## src/sv/hcae_pkg.sv

```systemverilog
`timescale 1ns / 1ps
`default_nettype none
// ----------------------------------------------------------------------------
// hcae_pkg
// Shared codes and controller/datapath interface types for the evictor.
// ----------------------------------------------------------------------------
package hcae_pkg;

    localparam logic [15:0] EMPTY_HANDLE = 16'hFFFF;

    // operation codes
    localparam logic [2:0] MODE_NEW   = 3'd0;
    localparam logic [2:0] MODE_SET   = 3'd1;
    localparam logic [2:0] MODE_RESET = 3'd2;
    localparam logic [2:0] MODE_GET   = 3'd3;
    localparam logic [2:0] MODE_DRAIN = 3'd4;
    localparam logic [2:0] MODE_TICK  = 3'd5;

    // result status codes
    localparam logic [2:0] ST_OK       = 3'd0;
    localparam logic [2:0] ST_BAD_ID   = 3'd1;
    localparam logic [2:0] ST_EXHAUST  = 3'd2;
    localparam logic [2:0] ST_BOUND    = 3'd3;
    localparam logic [2:0] ST_EMPTY_H  = 3'd4;
    localparam logic [2:0] ST_OVER_CAP = 3'd5;
    localparam logic [2:0] ST_NOTHING  = 3'd6;

    // result value sources
    localparam logic [2:0] VS_ZERO  = 3'd0;
    localparam logic [2:0] VS_NEWID = 3'd1;
    localparam logic [2:0] VS_HD    = 3'd2;
    localparam logic [2:0] VS_EVB   = 3'd3;
    localparam logic [2:0] VS_PEND  = 3'd4;

    typedef struct packed {
        logic       accept;
        logic       rd_scan;
        logic       scan_clr;
        logic       scan_inc;
        logic       ev_cmp;
        logic       tk_load;
        logic       do_new;
        logic       do_bind;
        logic       do_unbind;
        logic       do_get;
        logic       do_evict;
        logic       tick_start;
        logic       drain_clr;
        logic       emit;
        logic [2:0] emit_status;
        logic [2:0] emit_sel;
        logic       emit_last;
    } cmd_t;

    typedef struct packed {
        logic [2:0] mode;
        logic       id_ok;
        logic       ids_full;
        logic       hd_empty;
        logic       hin_empty;
        logic       scan_done;
        logic       ev_more;
        logic       found;
        logic       dr_empty;
        logic       dr_last;
        logic       tick_req;
        logic       match;
        logic       pend_valid;
        logic       out_free;
        logic       over_cap;
    } sts_t;

endpackage
`default_nettype wire

```

## src/sv/hcae_ram.sv

```systemverilog
`timescale 1ns / 1ps
`default_nettype none
// ----------------------------------------------------------------------------
// hcae_ram
// Simple dual-port RAM: one write port, one registered read port.
// ----------------------------------------------------------------------------
module hcae_ram #(
    parameter int WIDTH = 16,
    parameter int DEPTH = 64,
    parameter int AW    = (DEPTH > 1) ? $clog2(DEPTH) : 1
) (
    input  wire logic             aclk,
    input  wire logic             we,
    input  wire logic [AW-1:0]    waddr,
    input  wire logic [WIDTH-1:0] wdata,
    input  wire logic [AW-1:0]    raddr,
    output logic      [WIDTH-1:0] rdata
);

    logic [WIDTH-1:0] mem [DEPTH];

    always_ff @(posedge aclk) begin
        if (we) begin
            mem[waddr] <= wdata;
        end
        rdata <= mem[raddr];
    end

endmodule
`default_nettype wire

```

## src/sv/hcae_dp.sv

```systemverilog
`timescale 1ns / 1ps
`default_nettype none
// ----------------------------------------------------------------------------
// hcae_dp
// Datapath: tables, counters, oldest-entry search, tick scan, result register.
// ----------------------------------------------------------------------------
module hcae_dp #(
    parameter int ENTRIES     = 64,
    parameter int EVICT_DEPTH = 64
) (
    input  wire logic           aclk,
    input  wire logic           aresetn,
    input  wire hcae_pkg::cmd_t cmd,
    output hcae_pkg::sts_t      sts,
    input  wire logic [15:0]    capacity,
    input  wire logic [15:0]    reserve_level,
    input  wire logic [2:0]     s_mode,
    input  wire logic [6:0]     s_id,
    input  wire logic [15:0]    s_handle,
    output logic                m_valid,
    input  wire logic           m_ready,
    output logic [2:0]          m_status,
    output logic [15:0]         m_value,
    output logic                m_last
);
    import hcae_pkg::*;

    localparam int AW  = (ENTRIES > 1) ? $clog2(ENTRIES) : 1;
    localparam int CW  = $clog2(ENTRIES + 1);
    localparam int EAW = (EVICT_DEPTH > 1) ? $clog2(EVICT_DEPTH) : 1;
    localparam int EW  = $clog2(EVICT_DEPTH + 1);

    // item latch
    logic [2:0]  mode_reg;
    logic [6:0]  id_reg;
    logic [15:0] hin_reg;

    // bookkeeping
    logic [CW-1:0] ids_reg, live_reg, scan_reg;
    logic [EW-1:0] evc_reg, dr_reg;
    logic [31:0]   frame_reg, tick_f_reg, best_age_reg;
    logic          req_reg, tick_req_reg, found_reg, pend_v_reg;
    logic [AW-1:0] best_idx_reg;
    logic [15:0]   best_hd_reg, pend_reg;

    // result register
    logic        m_valid_reg;
    logic [2:0]  m_status_reg;
    logic [15:0] m_value_reg;
    logic        m_last_reg;

    logic [AW-1:0]  id_idx, hd_raddr, hd_waddr, st_waddr;
    logic [15:0]    hd_wdata, hd_rdata, evb_rdata, val_mux;
    logic           hd_we, st_we;
    logic [31:0]    st_rdata, age;
    logic           cand;

    assign id_idx = AW'(id_reg - 7'd1);
    assign age    = frame_reg - st_rdata;
    assign cand   = (hd_rdata != EMPTY_HANDLE) && (!found_reg || (age > best_age_reg));

    always_comb begin
        hd_we    = cmd.do_new | cmd.do_bind | cmd.do_unbind | cmd.do_evict;
        hd_waddr = id_idx;
        hd_wdata = EMPTY_HANDLE;
        if (cmd.do_new) begin
            hd_waddr = ids_reg[AW-1:0];
        end else if (cmd.do_evict) begin
            hd_waddr = best_idx_reg;
        end else if (cmd.do_bind) begin
            hd_wdata = hin_reg;
        end
        st_we    = cmd.do_new | cmd.do_get;
        st_waddr = cmd.do_new ? ids_reg[AW-1:0] : id_idx;
        hd_raddr = cmd.rd_scan ? scan_reg[AW-1:0] : id_idx;
    end

    hcae_ram #(.WIDTH(16), .DEPTH(ENTRIES)) u_handle_ram (
        .aclk  (aclk),
        .we    (hd_we),
        .waddr (hd_waddr),
        .wdata (hd_wdata),
        .raddr (hd_raddr),
        .rdata (hd_rdata)
    );

    hcae_ram #(.WIDTH(32), .DEPTH(ENTRIES)) u_stamp_ram (
        .aclk  (aclk),
        .we    (st_we),
        .waddr (st_waddr),
        .wdata (frame_reg),
        .raddr (scan_reg[AW-1:0]),
        .rdata (st_rdata)
    );

    hcae_ram #(.WIDTH(16), .DEPTH(EVICT_DEPTH)) u_evict_ram (
        .aclk  (aclk),
        .we    (cmd.do_evict),
        .waddr (evc_reg[EAW-1:0]),
        .wdata (best_hd_reg),
        .raddr (dr_reg[EAW-1:0]),
        .rdata (evb_rdata)
    );

    always_ff @(posedge aclk) begin
        if (cmd.accept) begin
            mode_reg <= s_mode;
            id_reg   <= s_id;
            hin_reg  <= s_handle;
        end
        if (cmd.ev_cmp && cand) begin
            best_idx_reg <= scan_reg[AW-1:0];
            best_age_reg <= age;
            best_hd_reg  <= hd_rdata;
        end
        if (cmd.tick_start) begin
            tick_f_reg <= frame_reg;
        end
        if (cmd.tk_load) begin
            pend_reg <= 16'(32'(scan_reg) + 1);
        end
        if (cmd.scan_clr) begin
            scan_reg <= '0;
            dr_reg   <= '0;
        end else if (cmd.scan_inc) begin
            scan_reg <= scan_reg + 1'b1;
            dr_reg   <= dr_reg + 1'b1;
        end
        if (cmd.emit) begin
            m_status_reg <= cmd.emit_status;
            m_value_reg  <= val_mux;
            m_last_reg   <= cmd.emit_last;
        end
    end

    always_ff @(posedge aclk) begin
        if (!aresetn) begin
            ids_reg      <= '0;
            live_reg     <= '0;
            evc_reg      <= '0;
            frame_reg    <= '0;
            req_reg      <= 1'b0;
            tick_req_reg <= 1'b0;
            found_reg    <= 1'b0;
            pend_v_reg   <= 1'b0;
            m_valid_reg  <= 1'b0;
        end else begin
            if (cmd.do_new) begin
                ids_reg <= ids_reg + 1'b1;
            end
            if (cmd.do_bind) begin
                live_reg <= live_reg + 1'b1;
            end else if (cmd.do_unbind || cmd.do_evict) begin
                live_reg <= live_reg - 1'b1;
            end
            if (cmd.do_evict) begin
                evc_reg <= evc_reg + 1'b1;
            end else if (cmd.drain_clr) begin
                evc_reg <= '0;
            end
            if (cmd.do_get && (hd_rdata != EMPTY_HANDLE)) begin
                req_reg <= 1'b1;
            end else if (cmd.tick_start) begin
                req_reg <= 1'b0;
            end
            if (cmd.tick_start) begin
                frame_reg    <= frame_reg + 32'd1;
                tick_req_reg <= req_reg;
                pend_v_reg   <= 1'b0;
            end else if (cmd.tk_load) begin
                pend_v_reg <= 1'b1;
            end
            if (cmd.scan_clr) begin
                found_reg <= 1'b0;
            end else if (cmd.ev_cmp && cand) begin
                found_reg <= 1'b1;
            end
            if (cmd.emit) begin
                m_valid_reg <= 1'b1;
            end else if (m_ready) begin
                m_valid_reg <= 1'b0;
            end
        end
    end

    always_comb begin
        case (cmd.emit_sel)
            VS_NEWID: val_mux = 16'(32'(ids_reg) + 1);
            VS_HD:    val_mux = hd_rdata;
            VS_EVB:   val_mux = evb_rdata;
            VS_PEND:  val_mux = pend_reg;
            default:  val_mux = 16'd0;
        endcase
    end

    always_comb begin
        sts.mode       = mode_reg;
        sts.id_ok      = (id_reg != 7'd0) && (32'(id_reg) <= 32'(ids_reg));
        sts.ids_full   = 32'(ids_reg) >= ENTRIES;
        sts.hd_empty   = (hd_rdata == EMPTY_HANDLE);
        sts.hin_empty  = (hin_reg == EMPTY_HANDLE);
        sts.scan_done  = (scan_reg >= ids_reg);
        sts.ev_more    = (32'(live_reg) > 32'(reserve_level)) && (32'(evc_reg) < EVICT_DEPTH);
        sts.found      = found_reg;
        sts.dr_empty   = (evc_reg == '0);
        sts.dr_last    = (32'(dr_reg) + 1) == 32'(evc_reg);
        sts.tick_req   = tick_req_reg;
        sts.match      = (st_rdata == tick_f_reg) && (hd_rdata == EMPTY_HANDLE);
        sts.pend_valid = pend_v_reg;
        sts.out_free   = !m_valid_reg || m_ready;
        sts.over_cap   = (32'(live_reg) + 32'(evc_reg)) > 32'(capacity);
    end

    assign m_valid  = m_valid_reg;
    assign m_status = m_status_reg;
    assign m_value  = m_value_reg;
    assign m_last   = m_last_reg;

endmodule
`default_nettype wire

```

## config.mk

```make
export PLATFORM = sky130hd
export DESIGN_NAME = hcae_dp
export DESIGN_NICKNAME = d
export VERILOG_FILES = /design/src/sv/hcae_pkg.sv /design/src/sv/hcae_ram.sv /design/src/sv/hcae_dp.sv
export SDC_FILE = /design/constraint.sdc
export NUM_CORES = 2
export LEC_CHECK = 0
export BUFFER_PORTS_ARGS = -buffer_cell sky130_fd_sc_hd__buf_4
export CORE_UTILIZATION = 65
export DETAILED_ROUTE_END_ITERATION = 6
export PLACE_DENSITY_LB_ADDON = 0.1
export SLEW_MARGIN = 20
export SYNTH_ARGS = -nofsm -noshare
export SYNTH_HDL_FRONTEND = slang
export SYNTH_SLANG_ARGS = --single-unit
```

## constraint.sdc

```tcl
create_clock -name aclk -period 17.6 [get_ports aclk]
set_input_delay 2.64 -clock aclk [delete_from_list [all_inputs] [get_ports aclk]]
set_output_delay 2.64 -clock aclk [all_outputs]
set_load 0.01 [all_outputs]
```

; ---- Word level (Yosys, flattened, before mapping)
; Memories as Yosys holds them, arrays and structs flattened. A register that Yosys moved wholly into a read port is not among the register bits.
; Cells that the tools add are included.
[op_classes]
addsub = 13
order_cmp = 7
eq_ne = 9
muxes = 22
bitwise_logic = 5
n_reduce_logical = 19
[ops]
columns = operator, n
row1 = 16-bit case mux with 4 select lines, 1
row2 = 16-bit two-way mux, 3
row3 = "7-bit by 1-bit adder with 7-bit output, second input constant", 5
row4 = "32-bit by 1-bit adder with 32-bit output, second input constant", 1
row5 = "16-bit == test, second input constant", 2
row6 = 32-bit == test, 1
row7 = 32-bit > comparator, 1
row8 = 32-bit subtractor, 1
row9 = 7-bit two-way mux, 4
row10 = "7-bit by 1-bit adder with 8-bit output, second input constant", 3
row11 = 6-bit two-way mux, 4
row12 = 7-bit by 16-bit > comparator with 1-bit output, 1
row13 = 8-bit by 16-bit > comparator with 1-bit output, 1
row14 = "16-bit != test, second input constant", 1
row15 = 1-bit two-way mux, 10
row16 = 7-bit by 7-bit adder with 8-bit output, 1
row17 = 8-bit by 7-bit == test with 1-bit output, 1
row18 = 2-bit nonzero test, 4
row19 = 7-bit >= comparator, 1
row20 = "7-bit >= comparator, second input constant", 1
row21 = 7-bit <= comparator, 1
row22 = 7-bit zero test, 1
row23 = "7-bit less-than comparator, second input constant", 1
row24 = 7-bit nonzero test, 1
row25 = other kinds (11), 24
[totals]
ff_bits = 220
ram_bits = 4096
word_cells = 100
n_memories = 3
[memory_table]
columns = name, depth, word_bits, rd, rd_ports_with_merged_regs, write_ports, line
row1 = u_stamp_ram.mem, 64, 32, 1, 1, 1, hcae_ram.sv:20  ; logic [WIDTH-1:0] mem [DEPTH];
row2 = u_evict_ram.mem, 64, 16, 1, 1, 1, hcae_ram.sv:20
row3 = u_handle_ram.mem, 64, 16, 1, 1, 1, hcae_ram.sv:20

; ---- Longest topological paths before layout
[logic_depth]
depth_word = 5
mapped_depth = 21
mapped_depth_nobuf = 21

; ---- Hierarchy
; Synthesis repeated with hierarchy kept, for this count alone.
[unflattened]
hier_cells = 8257
hier_area_um2 = 171269.3
[modules_own_cells]
columns = module, instances, cells_each, area_per_inst_um2
row1 = hcae_ram (u_evict_ram ...), 2, 1829, 40042.2
row2 = hcae_ram (u_stamp_ram), 1, 3324, 78515.3
row3 = hcae_dp, 1, 1275, 12669.7

; ---- Least setup slack after synthesis
; Ideal clock, no wire load.
[synth_timing]
path_type = flip-flop to flip-flop
startpoint = register frame_reg[4]
endpoint = register best_age_reg[0] (enable)
setup_time_ps = 484
arrival_ps = 7042
setup_slack_ps = 10074
stages_incl_launch_ff = 18
n_path_buf = 0
synth_period_minus_slack_ps = 7526
cell_sequence = dfxtp_1 -> ha_1 -> o211a_1 -> o21ai_0 -> a211o_1 -> nand2_1 -> a21o_1 -> a2111o_1 -> a21oi_1 -> xnor2_1 -> ha_1 -> nand3_1 -> nor3_1 -> nand3_1 -> or4_1 -> a21oi_1 -> nor4b_1 -> a21oi_1
[synth_via]
elab_chain_len = 5
[synth_lines]
columns = element, line
row1 = "start, declared", hcae_dp.sv:41  ; logic [31:0] frame_reg, tick_f_reg, best_age_reg;
row2 = "start signal, assigned", hcae_dp.sv:167  ; frame_reg <= frame_reg + 32'd1;
row3 = 32-bit subtractor, hcae_dp.sv:59  ; assign age = frame_reg - st_rdata;
row4 = via age[19], hcae_dp.sv:55  ; logic [31:0] st_rdata, age;
row5 = 32-bit > comparator, hcae_dp.sv:60  ; assign cand = (hd_rdata != EMPTY_HANDLE) && (!found_reg || (age > best_age_reg));
row6 = 1-bit logical OR, hcae_dp.sv:60
row7 = 1-bit logical AND, hcae_dp.sv:60
row8 = 1-bit logical AND, hcae_dp.sv:111  ; if (cmd.ev_cmp && cand) begin
row9 = "end signal, assigned", hcae_dp.sv:113  ; best_age_reg <= age;
row10 = "end, declared", hcae_dp.sv:41
; The timed path passes the listed nets, and every way through them passes these cells.
; A chain may end at the register's enable or synchronous reset.

==> summary.txt <==
Global routing
  – GRT met3 Usage: 5.871%
  – Vias in the first global route: 88060
  – Largest net degree at the start of global routing: 137
  – First-pass GRT wire length: 623500 microns
  – Met2 Usage GRT: 52.87%
  – Grt peak-use layer: met2
  – Total track usage: 33.17%
  – Total gr overflow: 0
  – Met1 Use GR: 45.42%
  – Initial antenna violation count: 23

Yosys
  – Top cell type's share of synthesized area: 73.92%
  – Most frequent cell after synthesis: edfxtp_1
  – Ys flop type: edfxtp_1
  – Async set-reset flop share out of synthesis: 0%
  – Ys Warns: 0
  – Mapped Area: 172100 sq um
  – EDFF count, synth: 4236
  – Count of cell types in the netlist: 75
  – Largest family of logic cells by synthesized area: multiplexers
  – Post-synthesis mux area share: 14.96%
  – Post-synthesis compound-gate area fraction: 2.941%
  – XOR/XNOR share of the synthesized area: 0.6413%
  – Cells after Synth: 8536
  – Synth top cells by count: 4236 x edfxtp_1, 1112 x mux4_2, 515 x nand2_1, 386 x nor2_1, 206 x a21oi_1
  – Post-synth top area cell: edfxtp_1
  – Simple-gate area share of the yosys netlist: 3.653%
  – Mean Syn Cell Area: 20.16 sq um
  – Mapped Nets: 8734
  – Synth area leaders: edfxtp_1 74%, mux4_2 15%, dfxtp_1 1.6%
  – Register area share after synthesis: 75.50%
  – Synth Register Bits: 4372
  – Adder-cell share of the synthesized area: 0.8565%

STA
  – Final period util: 38.94%
  – Max Clk Rate: 145.9 MHz
  – Worst hold margin: 0.4994 ns
  – RSZ-0062 raised after global routing: false
  – Endpoints failing hold: 0
  – Worst Tran Pin Value: 1.176 ns
  – Final setup fails: 0
  – Setup TNS: 0 ns
  – Minimum clock period: 6.854 ns
  – Fin. max-slew vios: 0
  – Slew margin rel.: 21.57%
  – Post-route clock skew: 0.04361 ns

Final layout
  – Area occupied by multi-input gates: 40280 sq um
  – Reg area: 130000 sq um
  – Fillers: 14900
  – Layout cells sized above 1: 25.03%
  – Largest Register: u_stamp_ram.mem
  – Max reg flops: 2048
  – Biggest regs: u_stamp_ram.mem: 2048 flops, u_evict_ram.mem: 1024 flops, u_handle_ram.mem: 1024 flops
  – Final-stage net count: 9149
  – Synth-to-Final Area Change: 11.78%

Worst setup path
  – Register-to-Register Path Depth: 22
  – Crit path max-delay family: compound AO/OA/AOI/OAI gates
  – Critical path startpoint category: primary input
  – Buf/Inv on CP: 3
  – Most frequent CP cell: o21a_1
  – Critical Path RT: 14.96 ns
  – Slowest-stage cell, CP: ha_1
  – RR Endpoint: best_hd_reg[1]
  – Crit path largest cell delay: 0.29 ns
  – CP Cell Sequence: buf_4 > inv_1 > ha_1 > nor2b_1 > o21a_1 > o21a_1 > o21a_1 > o21ai_0 > nand2b_1 > a21oi_1 > nor3_1 > buf_4
  – Crit path DAT: 4.21 ns
  – Setup slack, reg-to-reg: 11.51 ns
  – CP endpoint kind: output port
  – Crit-path max FO: 2
  – Critical path class: primary input to output port
  – R2R Path Start: frame_reg[0]

Floorplan
  – Boundary Pins: 120
  – Die Y: 516.5 microns
  – Initial core utilization: 65.49%
  – Core Box Area: 262700 sq um
  – Full die area: 266800 sq um
  – Rows: 188
  – Die W: 516.5 microns

Clock network
  – Max H-tree Level: 5
  – PostCTS Resize Cnt: 0
  – Bufs on Longest Clock Path: 4
  – Cts hold-fix bufs: 0
  – CTS root buffer: clkbuf_16
  – Clk_lat worst skew: 0.98 ns
  – # clock sinks: 4372
  – Clock buffer count from CTS: 425
  – CTS tree: built
  – Postcts setup bufs: 0
  – Reg clk slew, reported paths: 0.06 ns

Drt
  – # DRC: 0
  – Initial DRC count: 12410
  – Vias/cell: 6.894
  – Final WL: 437100 microns
  – Wire per inst: 34.03 microns
  – Vias post-DR: 88550
  – Drt first pass iters: 6
  – Routed Antenna Nets: 0

Pwr
  – PwrDens: 116.9 nW/um^2
  – Worst vdd ir: 127.2 uV
  – Pleak: 62.28 nW

Placed design
  – Dpl hpwl: 239600 microns
  – GP Congestion: 0.9058
  – IO buf count: 119

Worst hold path
  – Hold Path End: u_stamp_ram.mem[4][15]
  – Hold Path Stages: 0
  – Hold Crit Start: frame_reg[15]
  – Worst Hold Class: flop to flop

Status
  – Outcome: finished, final reports clean

Job
  – Max Cap Viol: 0
## layer usage
metal	part of all wire [%]	vias to the layer above	wire, microns
li1	-	35940	-
met1	36	46210	158800
met2	49	5425	212800
met3	9.9	969	43150
met4	5.1	6	22290
met5	0.011	-	48
## kinds of logic after synthesis
family | after synthesis
xor+xnor | 126
flops | 4372
compound gates | 775
buf+inv | 571
mux | 1179
simple gates | 1397
fa+ha+maj | 116
## where the power goes
part           switching [W]  total (W)  internal [W]
Clock                0.00381    0.00896       0.00516
Combinational        0.00112    0.00183      0.000712
Sequential          0.000105     0.0117        0.0116
## how the worst max path moves through the flow
| stage | startpoint | to | slack, ns | depth (start not counted) |
|---|---|---|---|---|
| 2_1_floorplan | frame_reg[4] | best_age_reg[0] | 10.07 | 17 |
| 3_3_place_gp | cmd[19] | u_handle_ram.rdata[11] | 10.03 | 10 |
| 3_5_place_dp | cmd[19] | u_handle_ram.rdata[5] | 10.38 | 11 |
| 4_1_cts | reserve_level[1] | sts[8] | 10.73 | 12 |
| 5_1_grt | reserve_level[1] | sts[8] | 10.61 | 12 |
| 6_report | reserve_level[1] | sts[8] | 10.75 | 12 |
## through the flow
step	setup WS [ns]	utilization, %	std cells	power [W]	cell area [sq um]
after floorplan	10.07	-	8536	0.01307	172100
after global placement	10.03	67.96	12040	0.01367	178600
after detailed placement	10.38	67.96	12040	0.01371	178600
after CTS	10.73	73.18	12830	0.02255	192300
after global routing	10.61	73.20	12840	0.02304	192300
final	10.75	73.21	12850	0.02249	192300
## layout by cell type (no fill, tap or decap), types with 55 or more instances in the layout
master and count:
clkinv_1 93, clkinv_2 77, buf_4 440, a21oi_1 205
a31oi_1 57, o21ai_0 127, edfxtp_1 4236, clkbuf_1 100
inv_1 106, a21o_1 55, dfxtp_1 93, a211oi_1 113
nand3_1 188, nand2_1 515, xnor2_1 88, nor2_1 316
mux4_2 1112, clkbuf_16 437, ha_1 113, nor2_4 66
## final cells by class
| cell class | count | area share (%) |
|---|---|---|
| Clock inverter | 236 | 1.119 |
| Inverter | 109 | 0.2127 |
| Multi-Input combinational cell | 3593 | 20.94 |
| Antenna cell | 15 | 0.01951 |
| Clock buffer | 555 | 6.009 |
| Sequential cell | 4372 | 67.58 |
| Tap cell | 3515 | 2.286 |
| Timing Repair Buffer | 450 | 1.825 |
No activity file was read; power rests on OpenSTA's default activity.
