$ cat config.mk
export PLATFORM = sky130hd
export DESIGN_NAME = hcae_ctrl
export DESIGN_NICKNAME = d
export VERILOG_FILES = /design/src/sv/hcae_pkg.sv /design/src/sv/hcae_ctrl.sv
export SDC_FILE = /design/constraint.sdc
export NUM_CORES = 1
export LEC_CHECK = 0
export ABC_AREA = 0
export BUFFER_PORTS_ARGS = -buffer_cell sky130_fd_sc_hd__buf_2
export CAP_MARGIN = 20
export CORE_UTILIZATION = 45
export DETAILED_ROUTE_END_ITERATION = 16
export PLACE_DENSITY_LB_ADDON = 0.05
export SLEW_MARGIN = 5
export SYNTH_ARGS = -nofsm -noshare
export SYNTH_HDL_FRONTEND = slang
export SYNTH_SLANG_ARGS = --single-unit
export TNS_END_PERCENT = 100
$ cat constraint.sdc
create_clock -name aclk -period 1.7 [get_ports aclk]
set_clock_uncertainty 0.15 [all_clocks]
set_input_delay 0.085 -clock aclk [delete_from_list [all_inputs] [get_ports aclk]]
set_output_delay 0.085 -clock aclk [all_outputs]
set_load 0.02 [all_outputs]
$ cat src/sv/hcae_pkg.sv
`timescale 1ns / 1ps
`default_nettype none
// ----------------------------------------------------------------------------
// hcae_pkg
// Shared codes and controller/datapath interface types for the evictor.
// ----------------------------------------------------------------------------
package hcae_pkg;

    localparam logic [15:0] EMPTY_HANDLE = 16'hFFFF;

    // operation codes
    localparam logic [2:0] MODE_NEW   = 3'd0;
    localparam logic [2:0] MODE_SET   = 3'd1;
    localparam logic [2:0] MODE_RESET = 3'd2;
    localparam logic [2:0] MODE_GET   = 3'd3;
    localparam logic [2:0] MODE_DRAIN = 3'd4;
    localparam logic [2:0] MODE_TICK  = 3'd5;

    // result status codes
    localparam logic [2:0] ST_OK       = 3'd0;
    localparam logic [2:0] ST_BAD_ID   = 3'd1;
    localparam logic [2:0] ST_EXHAUST  = 3'd2;
    localparam logic [2:0] ST_BOUND    = 3'd3;
    localparam logic [2:0] ST_EMPTY_H  = 3'd4;
    localparam logic [2:0] ST_OVER_CAP = 3'd5;
    localparam logic [2:0] ST_NOTHING  = 3'd6;

    // result value sources
    localparam logic [2:0] VS_ZERO  = 3'd0;
    localparam logic [2:0] VS_NEWID = 3'd1;
    localparam logic [2:0] VS_HD    = 3'd2;
    localparam logic [2:0] VS_EVB   = 3'd3;
    localparam logic [2:0] VS_PEND  = 3'd4;

    typedef struct packed {
        logic       accept;
        logic       rd_scan;
        logic       scan_clr;
        logic       scan_inc;
        logic       ev_cmp;
        logic       tk_load;
        logic       do_new;
        logic       do_bind;
        logic       do_unbind;
        logic       do_get;
        logic       do_evict;
        logic       tick_start;
        logic       drain_clr;
        logic       emit;
        logic [2:0] emit_status;
        logic [2:0] emit_sel;
        logic       emit_last;
    } cmd_t;

    typedef struct packed {
        logic [2:0] mode;
        logic       id_ok;
        logic       ids_full;
        logic       hd_empty;
        logic       hin_empty;
        logic       scan_done;
        logic       ev_more;
        logic       found;
        logic       dr_empty;
        logic       dr_last;
        logic       tick_req;
        logic       match;
        logic       pend_valid;
        logic       out_free;
        logic       over_cap;
    } sts_t;

endpackage
`default_nettype wire

$ cat src/sv/hcae_ctrl.sv
`timescale 1ns / 1ps
`default_nettype none
// ----------------------------------------------------------------------------
// hcae_ctrl
// Sequencer: decodes one word and steps the datapath through its scans.
// ----------------------------------------------------------------------------
module hcae_ctrl (
    input  wire logic          aclk,
    input  wire logic          aresetn,
    input  wire logic          s_valid,
    output logic               s_ready,
    input  wire hcae_pkg::sts_t sts,
    output hcae_pkg::cmd_t     cmd
);
    import hcae_pkg::*;

    localparam logic [3:0] S_IDLE    = 4'd0;
    localparam logic [3:0] S_DEC     = 4'd1;
    localparam logic [3:0] S_HD      = 4'd2;
    localparam logic [3:0] S_EV_CHK  = 4'd3;
    localparam logic [3:0] S_EV_RD   = 4'd4;
    localparam logic [3:0] S_EV_CMP  = 4'd5;
    localparam logic [3:0] S_EV_DO   = 4'd6;
    localparam logic [3:0] S_SET_END = 4'd7;
    localparam logic [3:0] S_DR_RD   = 4'd8;
    localparam logic [3:0] S_DR_EM   = 4'd9;
    localparam logic [3:0] S_TK_RD   = 4'd10;
    localparam logic [3:0] S_TK_CMP  = 4'd11;
    localparam logic [3:0] S_TK_END  = 4'd12;

    logic [3:0] state_reg, state_next;

    assign s_ready = (state_reg == S_IDLE);

    always_ff @(posedge aclk) begin
        if (!aresetn) begin
            state_reg <= S_IDLE;
        end else begin
            state_reg <= state_next;
        end
    end

    always_comb begin
        cmd        = '0;
        state_next = state_reg;
        case (state_reg)
            S_IDLE: begin
                if (s_valid) begin
                    cmd.accept = 1'b1;
                    state_next = S_DEC;
                end
            end
            S_DEC: begin
                case (sts.mode)
                    MODE_NEW: begin
                        if (sts.out_free) begin
                            cmd.emit      = 1'b1;
                            cmd.emit_last = 1'b1;
                            if (sts.ids_full) begin
                                cmd.emit_status = ST_EXHAUST;
                                cmd.emit_sel    = VS_ZERO;
                            end else begin
                                cmd.do_new      = 1'b1;
                                cmd.emit_status = ST_OK;
                                cmd.emit_sel    = VS_NEWID;
                            end
                            state_next = S_IDLE;
                        end
                    end
                    MODE_SET, MODE_RESET, MODE_GET: begin
                        if (sts.id_ok) begin
                            state_next = S_HD;
                        end else if (sts.out_free) begin
                            cmd.emit        = 1'b1;
                            cmd.emit_last   = 1'b1;
                            cmd.emit_status = ST_BAD_ID;
                            cmd.emit_sel    = VS_ZERO;
                            state_next      = S_IDLE;
                        end
                    end
                    MODE_DRAIN: begin
                        if (!sts.dr_empty) begin
                            cmd.scan_clr = 1'b1;
                            state_next   = S_DR_RD;
                        end else if (sts.out_free) begin
                            cmd.emit        = 1'b1;
                            cmd.emit_last   = 1'b1;
                            cmd.emit_status = ST_NOTHING;
                            cmd.emit_sel    = VS_ZERO;
                            state_next      = S_IDLE;
                        end
                    end
                    MODE_TICK: begin
                        cmd.tick_start = 1'b1;
                        cmd.scan_clr   = 1'b1;
                        state_next     = S_TK_RD;
                    end
                    default: begin
                        if (sts.out_free) begin
                            cmd.emit        = 1'b1;
                            cmd.emit_last   = 1'b1;
                            cmd.emit_status = ST_NOTHING;
                            cmd.emit_sel    = VS_ZERO;
                            state_next      = S_IDLE;
                        end
                    end
                endcase
            end
            S_HD: begin
                case (sts.mode)
                    MODE_SET: begin
                        if (sts.hin_empty || !sts.hd_empty) begin
                            if (sts.out_free) begin
                                cmd.emit        = 1'b1;
                                cmd.emit_last   = 1'b1;
                                cmd.emit_status = sts.hin_empty ? ST_EMPTY_H : ST_BOUND;
                                cmd.emit_sel    = VS_ZERO;
                                state_next      = S_IDLE;
                            end
                        end else begin
                            cmd.do_bind = 1'b1;
                            state_next  = S_EV_CHK;
                        end
                    end
                    MODE_RESET: begin
                        if (sts.out_free) begin
                            cmd.emit      = 1'b1;
                            cmd.emit_last = 1'b1;
                            if (sts.hd_empty) begin
                                cmd.emit_status = ST_NOTHING;
                                cmd.emit_sel    = VS_ZERO;
                            end else begin
                                cmd.do_unbind   = 1'b1;
                                cmd.emit_status = ST_OK;
                                cmd.emit_sel    = VS_HD;
                            end
                            state_next = S_IDLE;
                        end
                    end
                    default: begin
                        if (sts.out_free) begin
                            cmd.do_get      = 1'b1;
                            cmd.emit        = 1'b1;
                            cmd.emit_last   = 1'b1;
                            cmd.emit_status = ST_OK;
                            cmd.emit_sel    = VS_HD;
                            state_next      = S_IDLE;
                        end
                    end
                endcase
            end
            S_EV_CHK: begin
                if (sts.ev_more) begin
                    cmd.scan_clr = 1'b1;
                    state_next   = S_EV_RD;
                end else begin
                    state_next = S_SET_END;
                end
            end
            S_EV_RD: begin
                cmd.rd_scan = 1'b1;
                if (!sts.scan_done) begin
                    state_next = S_EV_CMP;
                end else if (sts.found) begin
                    state_next = S_EV_DO;
                end else begin
                    state_next = S_SET_END;
                end
            end
            S_EV_CMP: begin
                cmd.rd_scan  = 1'b1;
                cmd.ev_cmp   = 1'b1;
                cmd.scan_inc = 1'b1;
                state_next   = S_EV_RD;
            end
            S_EV_DO: begin
                cmd.do_evict = 1'b1;
                state_next   = S_EV_CHK;
            end
            S_SET_END: begin
                if (sts.out_free) begin
                    cmd.emit        = 1'b1;
                    cmd.emit_last   = 1'b1;
                    cmd.emit_status = sts.over_cap ? ST_OVER_CAP : ST_OK;
                    cmd.emit_sel    = VS_ZERO;
                    state_next      = S_IDLE;
                end
            end
            S_DR_RD: begin
                state_next = S_DR_EM;
            end
            S_DR_EM: begin
                if (sts.out_free) begin
                    cmd.emit        = 1'b1;
                    cmd.emit_last   = sts.dr_last;
                    cmd.emit_status = ST_OK;
                    cmd.emit_sel    = VS_EVB;
                    cmd.scan_inc    = 1'b1;
                    if (sts.dr_last) begin
                        cmd.drain_clr = 1'b1;
                        state_next    = S_IDLE;
                    end else begin
                        state_next = S_DR_RD;
                    end
                end
            end
            S_TK_RD: begin
                cmd.rd_scan = 1'b1;
                if (!sts.tick_req || sts.scan_done) begin
                    state_next = S_TK_END;
                end else begin
                    state_next = S_TK_CMP;
                end
            end
            S_TK_CMP: begin
                cmd.rd_scan = 1'b1;
                if (sts.match && sts.pend_valid) begin
                    // push the previous hit out before taking this one
                    if (sts.out_free) begin
                        cmd.emit        = 1'b1;
                        cmd.emit_status = ST_OK;
                        cmd.emit_sel    = VS_PEND;
                        cmd.tk_load     = 1'b1;
                        cmd.scan_inc    = 1'b1;
                        state_next      = S_TK_RD;
                    end
                end else begin
                    cmd.tk_load  = sts.match;
                    cmd.scan_inc = 1'b1;
                    state_next   = S_TK_RD;
                end
            end
            S_TK_END: begin
                if (sts.out_free) begin
                    cmd.emit        = 1'b1;
                    cmd.emit_last   = 1'b1;
                    cmd.emit_status = sts.pend_valid ? ST_OK : ST_NOTHING;
                    cmd.emit_sel    = sts.pend_valid ? VS_PEND : VS_ZERO;
                    state_next      = S_IDLE;
                end
            end
            default: begin
                state_next = S_IDLE;
            end
        endcase
    end

endmodule
`default_nettype wire

==> metrics, run 1 <==
grt ovf=1; number of synthesized register bits=4; clock tree root buffer cell=sky130_fd_sc_hd__clkbuf_4; Detailed Place HPWL=2520 µm; first error line in the log=[ERROR GRT-0232] Routing congestion too high. Check the congestion heatmap in the GUI.; height of the die=45.6 µm; CTS sink count=4; largest net degree at the start of global routing=14; number of top-level pins=42; sequential area share after synthesis=0.0934; post-synthesis cell type count=44; Max H-tree Level=1; routability congestion estimate from global placement=0.910; most repeated cell in the gate-level netlist after synthesis=sky130_fd_sc_hd__nor2_1; endpoint with the least setup slack after the last repair=cmd[12]; count of input and output buffers=41; Rows=15; status=did not finish; main area contributors after synthesis=sky130_fd_sc_hd__dfxtp_1 (9.3%), sky130_fd_sc_hd__nand2b_1 (8.0%), sky130_fd_sc_hd__nor2_1 (7.4%); last stage reached=global routing; count of mapped cells out of synthesis=139; kind of the worst endpoint=primary output; EDFF count, synth=0; area of placed instances=1290 µm²; TritonCTS Buffers=3; Die Width=45.6 µm; Synth Area per Inst=6.17 µm²; number of warnings reported in the yosys synthesis log=0; Starting Density=0.486; fraction of registers with async set or reset after synthesis=0; Primary FF master, synth=sky130_fd_sc_hd__dfxtp_1; Synth area leader=sky130_fd_sc_hd__dfxtp_1; Synth top cells by count=sky130_fd_sc_hd__nor2_1 (17), sky130_fd_sc_hd__nand2_1 (12), sky130_fd_sc_hd__nand2b_1 (11), sky130_fd_sc_hd__o21ai_0 (11), sky130_fd_sc_hd__inv_1 (8); portion of synthesized cell area occupied by the leading cell type=0.0934; number of nets in the synthesized netlist=159; Max Buffers Root-to-Sink=2; Total GRT Usage=0.648; post-synthesis instance area=857 µm²
## cells by family after synthesis
group                  after synthesis  share of synthesized area
AOI/OAI and AO/OA                   43                      0.337
buffers and inverters               16                     0.0861
DFF                                  4                     0.0934
muxes                                2                     0.0248
and+or+nand+nor                     74                      0.458
## layer usage
layer  track usage  GRT overflow
met1         0.660             0
met2         0.829             0
met3         0.460             0
met4         0.661             1
met5             0             0
## what timing repair did
| item | 4_1_cts |
|---|---|
| hold buffers | 1 |
| setup buffers | 2 |
| hold endpoints to repair | 3 |
| resized for setup | 52 |
| setup endpoints to repair | 18 |
| pin swaps | 12 |
## metrics by stage
step / instances / worst slack [ps] / utilization / TNS, ps / hold slack [ps]
CTS: 230 / -182 / 0.860 / -1560 / 96.9
detailed placement: 225 / -117 / 0.731 / -282 / 192
global placement: 225 / -51.0 / 0.731 / -131 / 193
floorplan: 139 / -110 / - / -295 / 52.5
==> run 2, diff against run 1 <==
CORE_AREA = 2 2 63 65   (was default)
CORE_UTILIZATION = default   (was 45)
DIE_AREA = 0 0 65 67   (was default)
PLACE_DENSITY_LB_ADDON = 0.15   (was 0.05)
==> run 2 against run 1 <==
  * The flow now finishes, with violations (negative setup slack)
  * Synthesized area stayed put
  * Synthesized cell count is the same
==> metrics, run 2 <==
number of nets in the finished design=233; power per cell area=422 nW/µm²; global-route wire length before repair=6380 µm; count of antenna-violating nets left after detailed routing=0; fraction of the mapped netlist area in adder cells=0; fraction of synthesized area in multiplexers=0.0248; Synth area leader=sky130_fd_sc_hd__dfxtp_1; Pins Over Slew Limit=0; RSZ-0062 raised after global routing=yes; VDD IR-drop max=0.260 mV; Synth top cells by count=sky130_fd_sc_hd__nor2_1 (17), sky130_fd_sc_hd__nand2_1 (12), sky130_fd_sc_hd__nand2b_1 (11), sky130_fd_sc_hd__o21ai_0 (11), sky130_fd_sc_hd__inv_1 (8); critical-path maximum fanout=4; total via count in the routed design=1,330; clock transition at the registers of the reported paths=30 ps; placeable core region=3610 µm²; Filler cells=386; period utilisation layout=1.10; EDFF count, synth=0; most repeated cell in the gate-level netlist after synthesis=sky130_fd_sc_hd__nor2_1; Total GRT Usage=0.190; Residual DRC=0; number of synthesized register bits=4; Detailed Routing Iterations Pass 1=4; Total Negative Setup Slacks=-1220 ps; slew of the pin with the lowest slew margin=311 ps; status=complete, but fails checks; Max-slew headroom=0.790; post-detailed-route wirelength per cell=15.0 µm; Die Width=65 µm; Worst Setup Start Kind=flip-flop; Antenna diodes=0; count of mapped cells out of synthesis=139; TritonCTS Buffers=3; most used cells in the layout excluding fill and tap cells=sky130_fd_sc_hd__buf_4 (36), sky130_fd_sc_hd__buf_2 (25), sky130_fd_sc_hd__buf_6 (15); Rows=22; number of nets in the synthesized netlist=159; critical setup path kind=flip-flop to primary output; Setup violations, final=11; failing checks=negative setup slack; destination of the worst register-to-register timing path=state_reg[1]; endpoint of the worst hold-timing path=state_reg[0]; hold depth=4; Max Buffers Root-to-Sink=2; Max H-tree Level=1; Primary FF master, synth=sky130_fd_sc_hd__dfxtp_1; drt first-iter violations=44; slack of the critical path=-169 ps; antenna violations before repair=0; area added between synthesis and finish=96.1%; min-delay src=sts[7]; count of input and output buffers=41; worst hold margin=96.4 ps; floorplan die area=4360 µm²; Worst EP arrival=1630 ps; Starting Density=0.238; clock tree root buffer cell=sky130_fd_sc_hd__clkbuf_8; CP Data Required Time=1460 ps; number of global-route vias before repair=1,343; main area contributors after synthesis=sky130_fd_sc_hd__dfxtp_1 (9.3%), sky130_fd_sc_hd__nand2b_1 (8.0%), sky130_fd_sc_hd__nor2_1 (7.4%); Detailed Place HPWL=3030 µm; sequential area share after synthesis=0.0934; fraction of final layout cells with drive strength greater than 1=0.526; overall routed net length=3890 µm; clock insertion delay at the later pin of the skew report=230 ps; xor/xnor cell area share of the yosys netlist=0; worst setup slack for register-to-register paths=60 ps; area taken by flip-flops and latches=90.1 µm²; largest family of logic cells by synthesized area=simple AND/OR/NAND/NOR gates; CTS tree=done; Max Fclk=0.535 GHz; Post-Synth Simple-Gate Area=0.458; pre-CTS setup slack=-74.1 ps; CTS sink count=4; post-synthesis instance area=857 µm²; Synth Area per Inst=6.17 µm²; class of the tightest hold or removal check=input port to flip-flop; launch instance of the worst register-to-register path=state_reg[0]; post-synthesis cell type count=44; most common library cell in the layout ignoring fill and taps=sky130_fd_sc_hd__buf_4; portion of synthesized cell area occupied by the leading cell type=0.0934; routability congestion estimate from global placement=0.873; Worst Setup End Kind=primary output; number of top-level pins=42; Pleak=0.000732 µW; Pwr Total=709 µW; number of vias per cell after detailed routing=5.14; worst reg2reg path depth=7; largest net degree at the start of global routing=13; grt ovf=0; Multi-input gate area=885 µm²; fraction of registers with async set or reset after synthesis=0; complex-gate fraction of the synthesized area=0.337; Max Cap Viol=0; Largest register FFs=4; hold violation count in the final report=0; height of the die=67 µm; number of warnings reported in the yosys synthesis log=0; final critical path time including I/O delays and setup=1870 ps
[run 2: cell counts after synthesis]
No cell type changed its count.
[run 2: stage by stage]
step                instance area, µm²   util  std cells
finish                            1680  0.466        259
global route                      1680  0.466        259
CTS                               1590  0.442        257
detailed placement                1350  0.374        252
global placement                  1350  0.374        252
floorplan                          887      -        139
[run 2: logic make-up after synthesis]
family | Yosys count
AO/OA/AOI/OAI | 43
buffers and inverters | 16
flip-flops | 4
multiplexers | 2
AND/OR/NAND/NOR | 74
[run 2: final cells by class]
| cell class | instances | share of cell area |
|---|---|---|
| flip-flops and latches | 4 | 0.0536 |
| well taps | 48 | 0.0357 |
| inverters | 8 | 0.0179 |
| clock buffers | 3 | 0.0246 |
| repair buffers | 77 | 0.342 |
| multi-input cells | 119 | 0.526 |
[run 2: timing repair]
action,4_1_cts,5_1_grt
setup buffers,1,2
endpoints found under the hold margin,2,0
hold buffers,1,0
setup endpoints to repair,16,20
pin swaps,9,3
gates resized for setup,50,20
[run 2: per-layer routing]
layer / vias up / part of all wire / track usage
li1: 653 / - / -
met1: 638 / 0.46 / 0.232
met2: 30 / 0.49 / 0.332
met3: 9 / 0.033 / 0.0203
met4: 0 / 0.019 / 0.0851
met5: - / 0 / 0
[run 2: worst max-delay path by stage]
stage	to	from	depth (start not counted)
CTS	cmd[12]	state_reg[3]	5
global placement	cmd[7]	state_reg[1]	7
detailed placement	cmd[7]	state_reg[1]	7
finish	cmd[11]	state_reg[3]	6
floorplan	cmd[12]	state_reg[3]	4
global route	cmd[11]	state_reg[3]	6
[run 2: worst max-delay path, stage by stage (launching register included)]
cell and delay, ps:
sky130_fd_sc_hd__dfxtp_2 320, sky130_fd_sc_hd__nand2b_4 140, sky130_fd_sc_hd__or3_4 360, sky130_fd_sc_hd__or2_4 260
sky130_fd_sc_hd__buf_4 150, sky130_fd_sc_hd__nor2_4 70, sky130_fd_sc_hd__buf_6 120
[run 2: power breakdown]
group          leakage (µW)  switching [µW]  internal [µW]
combinational      0.000675             198            186
clock             0.0000216            62.2            152
sequential        0.0000349            9.94            101
Note: power is estimated with default switching activity, not from simulation.
==> run 3, diff against run 2 <==
PLACE_DENSITY_LB_ADDON = 0.08   (was 0.15)
clock period = 2.08 ns   (was 1.7 ns; I/O delays follow)
==> run 3 against run 2 <==
  * The flow now finishes without violations
  * Largest power group unchanged
  * Largest cell class unchanged
  * Routed wire length is 18% lower
  * Sequential share of layout area rose by 1.4 points
  * Die area did not move
  * First-iteration DRC count is 2.3% higher
  * Critical path depth down 1
  * Setup slack improved by 280 ps
  * Worst hold slack got worse by 88 ps
  * Global-route usage down 4.5 points
==> metrics, run 3 (same netlist as run 2, synthesis figures left out) <==
area taken by flip-flops and latches=82.6 µm²; clock insertion delay at the later pin of the skew report=210 ps; Total GRT Usage=0.145; Pleak=0.000555 µW; drt first-iter violations=45; final critical path time including I/O delays and setup=1970 ps; global-route wire length before repair=5000 µm; CP Data Required Time=1830 ps; Starting Density=0.238; depth of the critical timing path with buffers and inverters included=5; total via count in the routed design=1,157; Detailed Routing Iterations Pass 1=4; slew of the pin with the lowest slew margin=352 ps; Max H-tree Level=1; Filler cells=418; Largest register FFs=4; cells along the critical path=nor2_1 -> nand4_1 -> or3_1 -> o22ai_1 -> buf_2; Setup violations, final=0; RSZ-0062 raised after global routing=yes; period utilisation layout=0.947; CTS tree=done; Worst Setup Start Kind=flip-flop; number of buffers added to fix hold violations after cts=0; class of the tightest hold or removal check=input port to flip-flop; number of vias per cell after detailed routing=4.94; clock transition at the registers of the reported paths=30 ps; worst setup slack for register-to-register paths=360 ps; placeable core region=3610 µm²; Antenna diodes=0; number of top-level pins=42; Residual DRC=0; Layout Utilization=0.337; Detailed Place HPWL=2590 µm; largest net degree at the start of global routing=13; slack of the critical path=111 ps; clock tree root buffer cell=sky130_fd_sc_hd__clkbuf_8; most used cells in the layout excluding fill and tap cells=sky130_fd_sc_hd__buf_2 (41), sky130_fd_sc_hd__nor2_1 (17), sky130_fd_sc_hd__nand2_1 (12); worst reg2reg path depth=6; floorplan die area=4360 µm²; WP buf/inv=1; cell with the biggest individual delay on the critical path=sky130_fd_sc_hd__or3_1; Multi-input gate area=714 µm²; height of the die=67 µm; count of input and output buffers=41; Die Width=65 µm; power per cell area=384 nW/µm²; Worst EP arrival=1720 ps; Rows=22; grt ovf=0; critical setup path kind=flip-flop to primary output; Total Negative Setup Slacks=0 ps; TritonCTS Buffers=3; number of nets in the finished design=208; CTS sink count=4; number of global-route vias before repair=1,095; top cell family by delay on the critical path=simple AND/OR/NAND/NOR gates; post-detailed-route wirelength per cell=13.6 µm; pre-CTS setup slack=180 ps; routability congestion estimate from global placement=0.846; area added between synthesis and finish=41.9%; Worst Setup End Kind=primary output; Pins Over Slew Limit=0; VDD IR-drop max=0.331 mV; critical-path maximum fanout=8; Max Buffers Root-to-Sink=2; status=completed; Max Fclk=0.508 GHz; most common library cell in the layout ignoring fill and taps=sky130_fd_sc_hd__buf_2; Max Cap Viol=0; Slowest Stage Delay on Critical Path=380 ps; count of antenna-violating nets left after detailed routing=0; hold violation count in the final report=0; fraction of final layout cells with drive strength greater than 1=0.344; hold depth=2; antenna violations before repair=0; overall routed net length=3190 µm; Max-slew headroom=0.763
-- run 3: changes by cell type in the layout (fill, tap and decap cells not counted), sizes merged --
cell         delta
buf            -24
dlygate4sd3     -1
-- run 3: stage by stage --
stage	std cells	total power, µW	area [µm²]	hold WS (ps)
5_1_grt	234	501	1220	9.52
2_1_floorplan	139	223	857	71.5
3_5_place_dp	231	305	1160	232
6_report	234	467	1220	8.63
4_1_cts	234	471	1200	6.08
3_3_place_gp	231	308	1160	233
-- run 3: timing repair --
action / CTS / global route
resized for setup: 1 / 3
gates cloned: 0 / 0
setup endpoints to repair: 1 / 7
buffers inserted: 0 / 0
-- run 3: final cells by class --
cell class | count | share of cell area
sequential | 4 | 0.0679
timing repair buffer | 52 | 0.237
clock buffer | 3 | 0.0340
inverter | 8 | 0.0247
multi-input combinational | 119 | 0.587
tap | 48 | 0.0494
-- run 3: routing by layer --
metal / track usage / up-vias / share of wire
met1: 0.188 / 527 / 0.48
met2: 0.256 / 31 / 0.48
met4: 0.0319 / 0 / 0.0060
met3: 0.0169 / 2 / 0.039
li1: - / 597 / -
met5: 0 / - / 0
-- run 3: power breakdown --
group	leakage [µW]	switching, µW	internal, µW
clock	0.0000216	36.5	123
sequential	0.0000333	9.70	82.8
combinational	0.000500	125	90.2
-- run 3: worst register-to-register path: cells and delay by family (launching register included) --
kind                   cells  cell delay [ps]
flip-flops                 1              390
buffers and inverters      1              180
AND/OR/NAND/NOR            1              160
AO/OA/AOI/OAI              4              720
-- run 3: final timing paths --
| kind | from | endpoint |
|---|---|---|
| max | state_reg[1] | cmd[1] |
| min | aresetn | state_reg[1] |
| max reg2reg | state_reg[1] | state_reg[0] |
| min reg2reg | state_reg[1] | state_reg[2] |
==> run 4, diff against run 3 <==
GPL_TIMING_DRIVEN = 0   (was default)
RECOVER_POWER = 25   (was default)
clock period = 1.8 ns   (was 2.08 ns; I/O delays follow)
==> run 4 against run 3 <==
  * The flow now finishes with violations (negative setup slack)
  * First-iteration DRC count is 60% higher
  * Flip-flop and latch count stayed put
  * Non-clock buffer count is 8 higher
  * Critical path type unchanged
  * Register-to-register slack worse by 250 ps
  * Count of clock-buffer cells in the layout stayed put
==> metrics, run 4 (same netlist as run 2, synthesis figures left out) <==
Worst Setup Start Kind=flip-flop; Starting Density=0.238; worst setup slack for register-to-register paths=110 ps; RSZ-0062 raised after global routing=yes; count of antenna-violating nets left after detailed routing=0; hold violation count in the final report=0; Worst Setup End Kind=primary output; Max-slew headroom=0.631; status=complete, but fails checks; area added between synthesis and finish=71.2%; drt first-iter violations=72; number of nets in the finished design=216; Rows=22; failing checks=negative setup slack; Die Width=65 µm; global-route wire length before repair=5640 µm; overall routed net length=3640 µm; total via count in the routed design=1,253; Worst EP arrival=1670 ps; WP buf/inv=1; Max Buffers Root-to-Sink=2; CP Data Required Time=1560 ps; count of input and output buffers=40; VDD IR-drop max=0.390 mV; number of global-route vias before repair=1,210; most used cells in the layout excluding fill and tap cells=sky130_fd_sc_hd__buf_2 (29), sky130_fd_sc_hd__buf_4 (20), sky130_fd_sc_hd__nor2_1 (14); routability congestion estimate from global placement=0.773; cells along the critical path=nand2b_4 -> or3_4 -> or2_4 -> nor4_4 -> buf_4; Max H-tree Level=1; number of top-level pins=42; clock transition at the registers of the reported paths=30 ps; Detailed Place HPWL=2710 µm; Max Fclk=0.524 GHz; Pwr Total=605 µW; fraction of final layout cells with drive strength greater than 1=0.464; critical path startpoint=state_reg[3]; Antenna diodes=0; Slowest Stage Delay on Critical Path=360 ps; clock tree root buffer cell=sky130_fd_sc_hd__clkbuf_8; period utilisation layout=1.06; launch instance of the worst register-to-register path=state_reg[1]; Filler cells=406; TritonCTS Buffers=3; Total GRT Usage=0.165; grt ovf=0; class of the tightest hold or removal check=input port to flip-flop; placeable core region=3610 µm²; Detailed Routing Iterations Pass 1=4; Pins Over Slew Limit=0; Setup violations, final=11; slack of the critical path=-109 ps; Residual DRC=0; cell with the biggest individual delay on the critical path=sky130_fd_sc_hd__dfxtp_4; final critical path time including I/O delays and setup=1910 ps; floorplan die area=4360 µm²; number of vias per cell after detailed routing=5.18; worst reg2reg path depth=8; critical setup path kind=flip-flop to primary output; min-delay src=aresetn; Multi-input gate area=846 µm²; CTS tree=done; endpoint of the worst hold-timing path=state_reg[1]; critical-path maximum fanout=6; height of the die=67 µm; Pleak=0.000620 µW; Max Cap Viol=0; destination of the worst register-to-register timing path=state_reg[0]; clock insertion delay at the later pin of the skew report=210 ps; most common library cell in the layout ignoring fill and taps=sky130_fd_sc_hd__buf_2; CTS sink count=4; hold depth=2; area taken by flip-flops and latches=92.6 µm²; top cell family by delay on the critical path=simple AND/OR/NAND/NOR gates; antenna violations before repair=0; post-detailed-route wirelength per cell=15.1 µm; power per cell area=412 nW/µm²; largest net degree at the start of global routing=11; worst hold margin=9.81 ps; Largest register FFs=4; slew of the pin with the lowest slew margin=554 ps
==> run 4: cell types whose count changed in the layout (fill, tap and decap cells not counted), sizes merged <==
cell    change
buf         +5
clkbuf      +3
==> run 4: repair_timing <==
item / in CTS / in global routing
hold buffers: 0 / 0
pin swaps: 6 / 6
setup buffers: 10 / 3
endpoints found under the setup margin: 17 / 18
gates resized for setup: 38 / 22
==> run 4: routing by layer <==
| layer | global-route usage | share of wire |
|---|---|---|
| met4 | 0.0505 | 0 |
| met3 | 0.0118 | 0.049 |
| met2 | 0.299 | 0.51 |
| met5 | 0 | 0 |
| met1 | 0.208 | 0.44 |
==> run 4: layout make-up <==
cell class                 instances  area share
buffer                             7      0.0392
inverter                           8      0.0205
timing repair buffer              53       0.232
sequential                         4      0.0631
clock buffer                       3      0.0281
tap                               48      0.0409
multi-input combinational        119       0.576
==> run 4: how the worst max path moves through the flow <==
stage / endpoint / slack [ps] / cells past startpoint
floorplan: cmd[12] / -10 / 4
global placement: cmd[5] / -240 / 6
detailed placement: cmd[5] / -230 / 6
CTS: cmd[12] / -190 / 5
global route: cmd[5] / -190 / 6
finish: cmd[12] / -110 / 5
==> run 4: through the flow <==
step	setup TNS, ps	util	instances	setup slack (ps)	instance area, µm²
after floorplan	-14.7	-	139	-14.7	875
after global placement	-1280	0.315	227	-236	1130
after detailed placement	-1260	0.315	227	-225	1130
after CTS	-981	0.382	240	-186	1380
after global routing	-1570	0.407	242	-190	1470
final	-792	0.407	242	-109	1470
==> run 4: worst register-to-register path: stages, from the launching register on <==
cell                       delay, ps
sky130_fd_sc_hd__dfxtp_4         360
sky130_fd_sc_hd__buf_6           110
sky130_fd_sc_hd__buf_6           110
sky130_fd_sc_hd__a21boi_4        210
sky130_fd_sc_hd__buf_4           150
sky130_fd_sc_hd__o22ai_1          60
sky130_fd_sc_hd__and2_0          150
sky130_fd_sc_hd__o21ai_0         150
sky130_fd_sc_hd__a31oi_1         110
==> run 4: power by group <==
| part | switching [µW] | internal (µW) | leakage [µW] | total, µW |
|---|---|---|---|---|
| clock | 39.9 | 142 | 0.0000216 | 182 |
| combinational | 176 | 144 | 0.000563 | 320 |
| sequential | 9.22 | 93.9 | 0.0000352 | 103 |
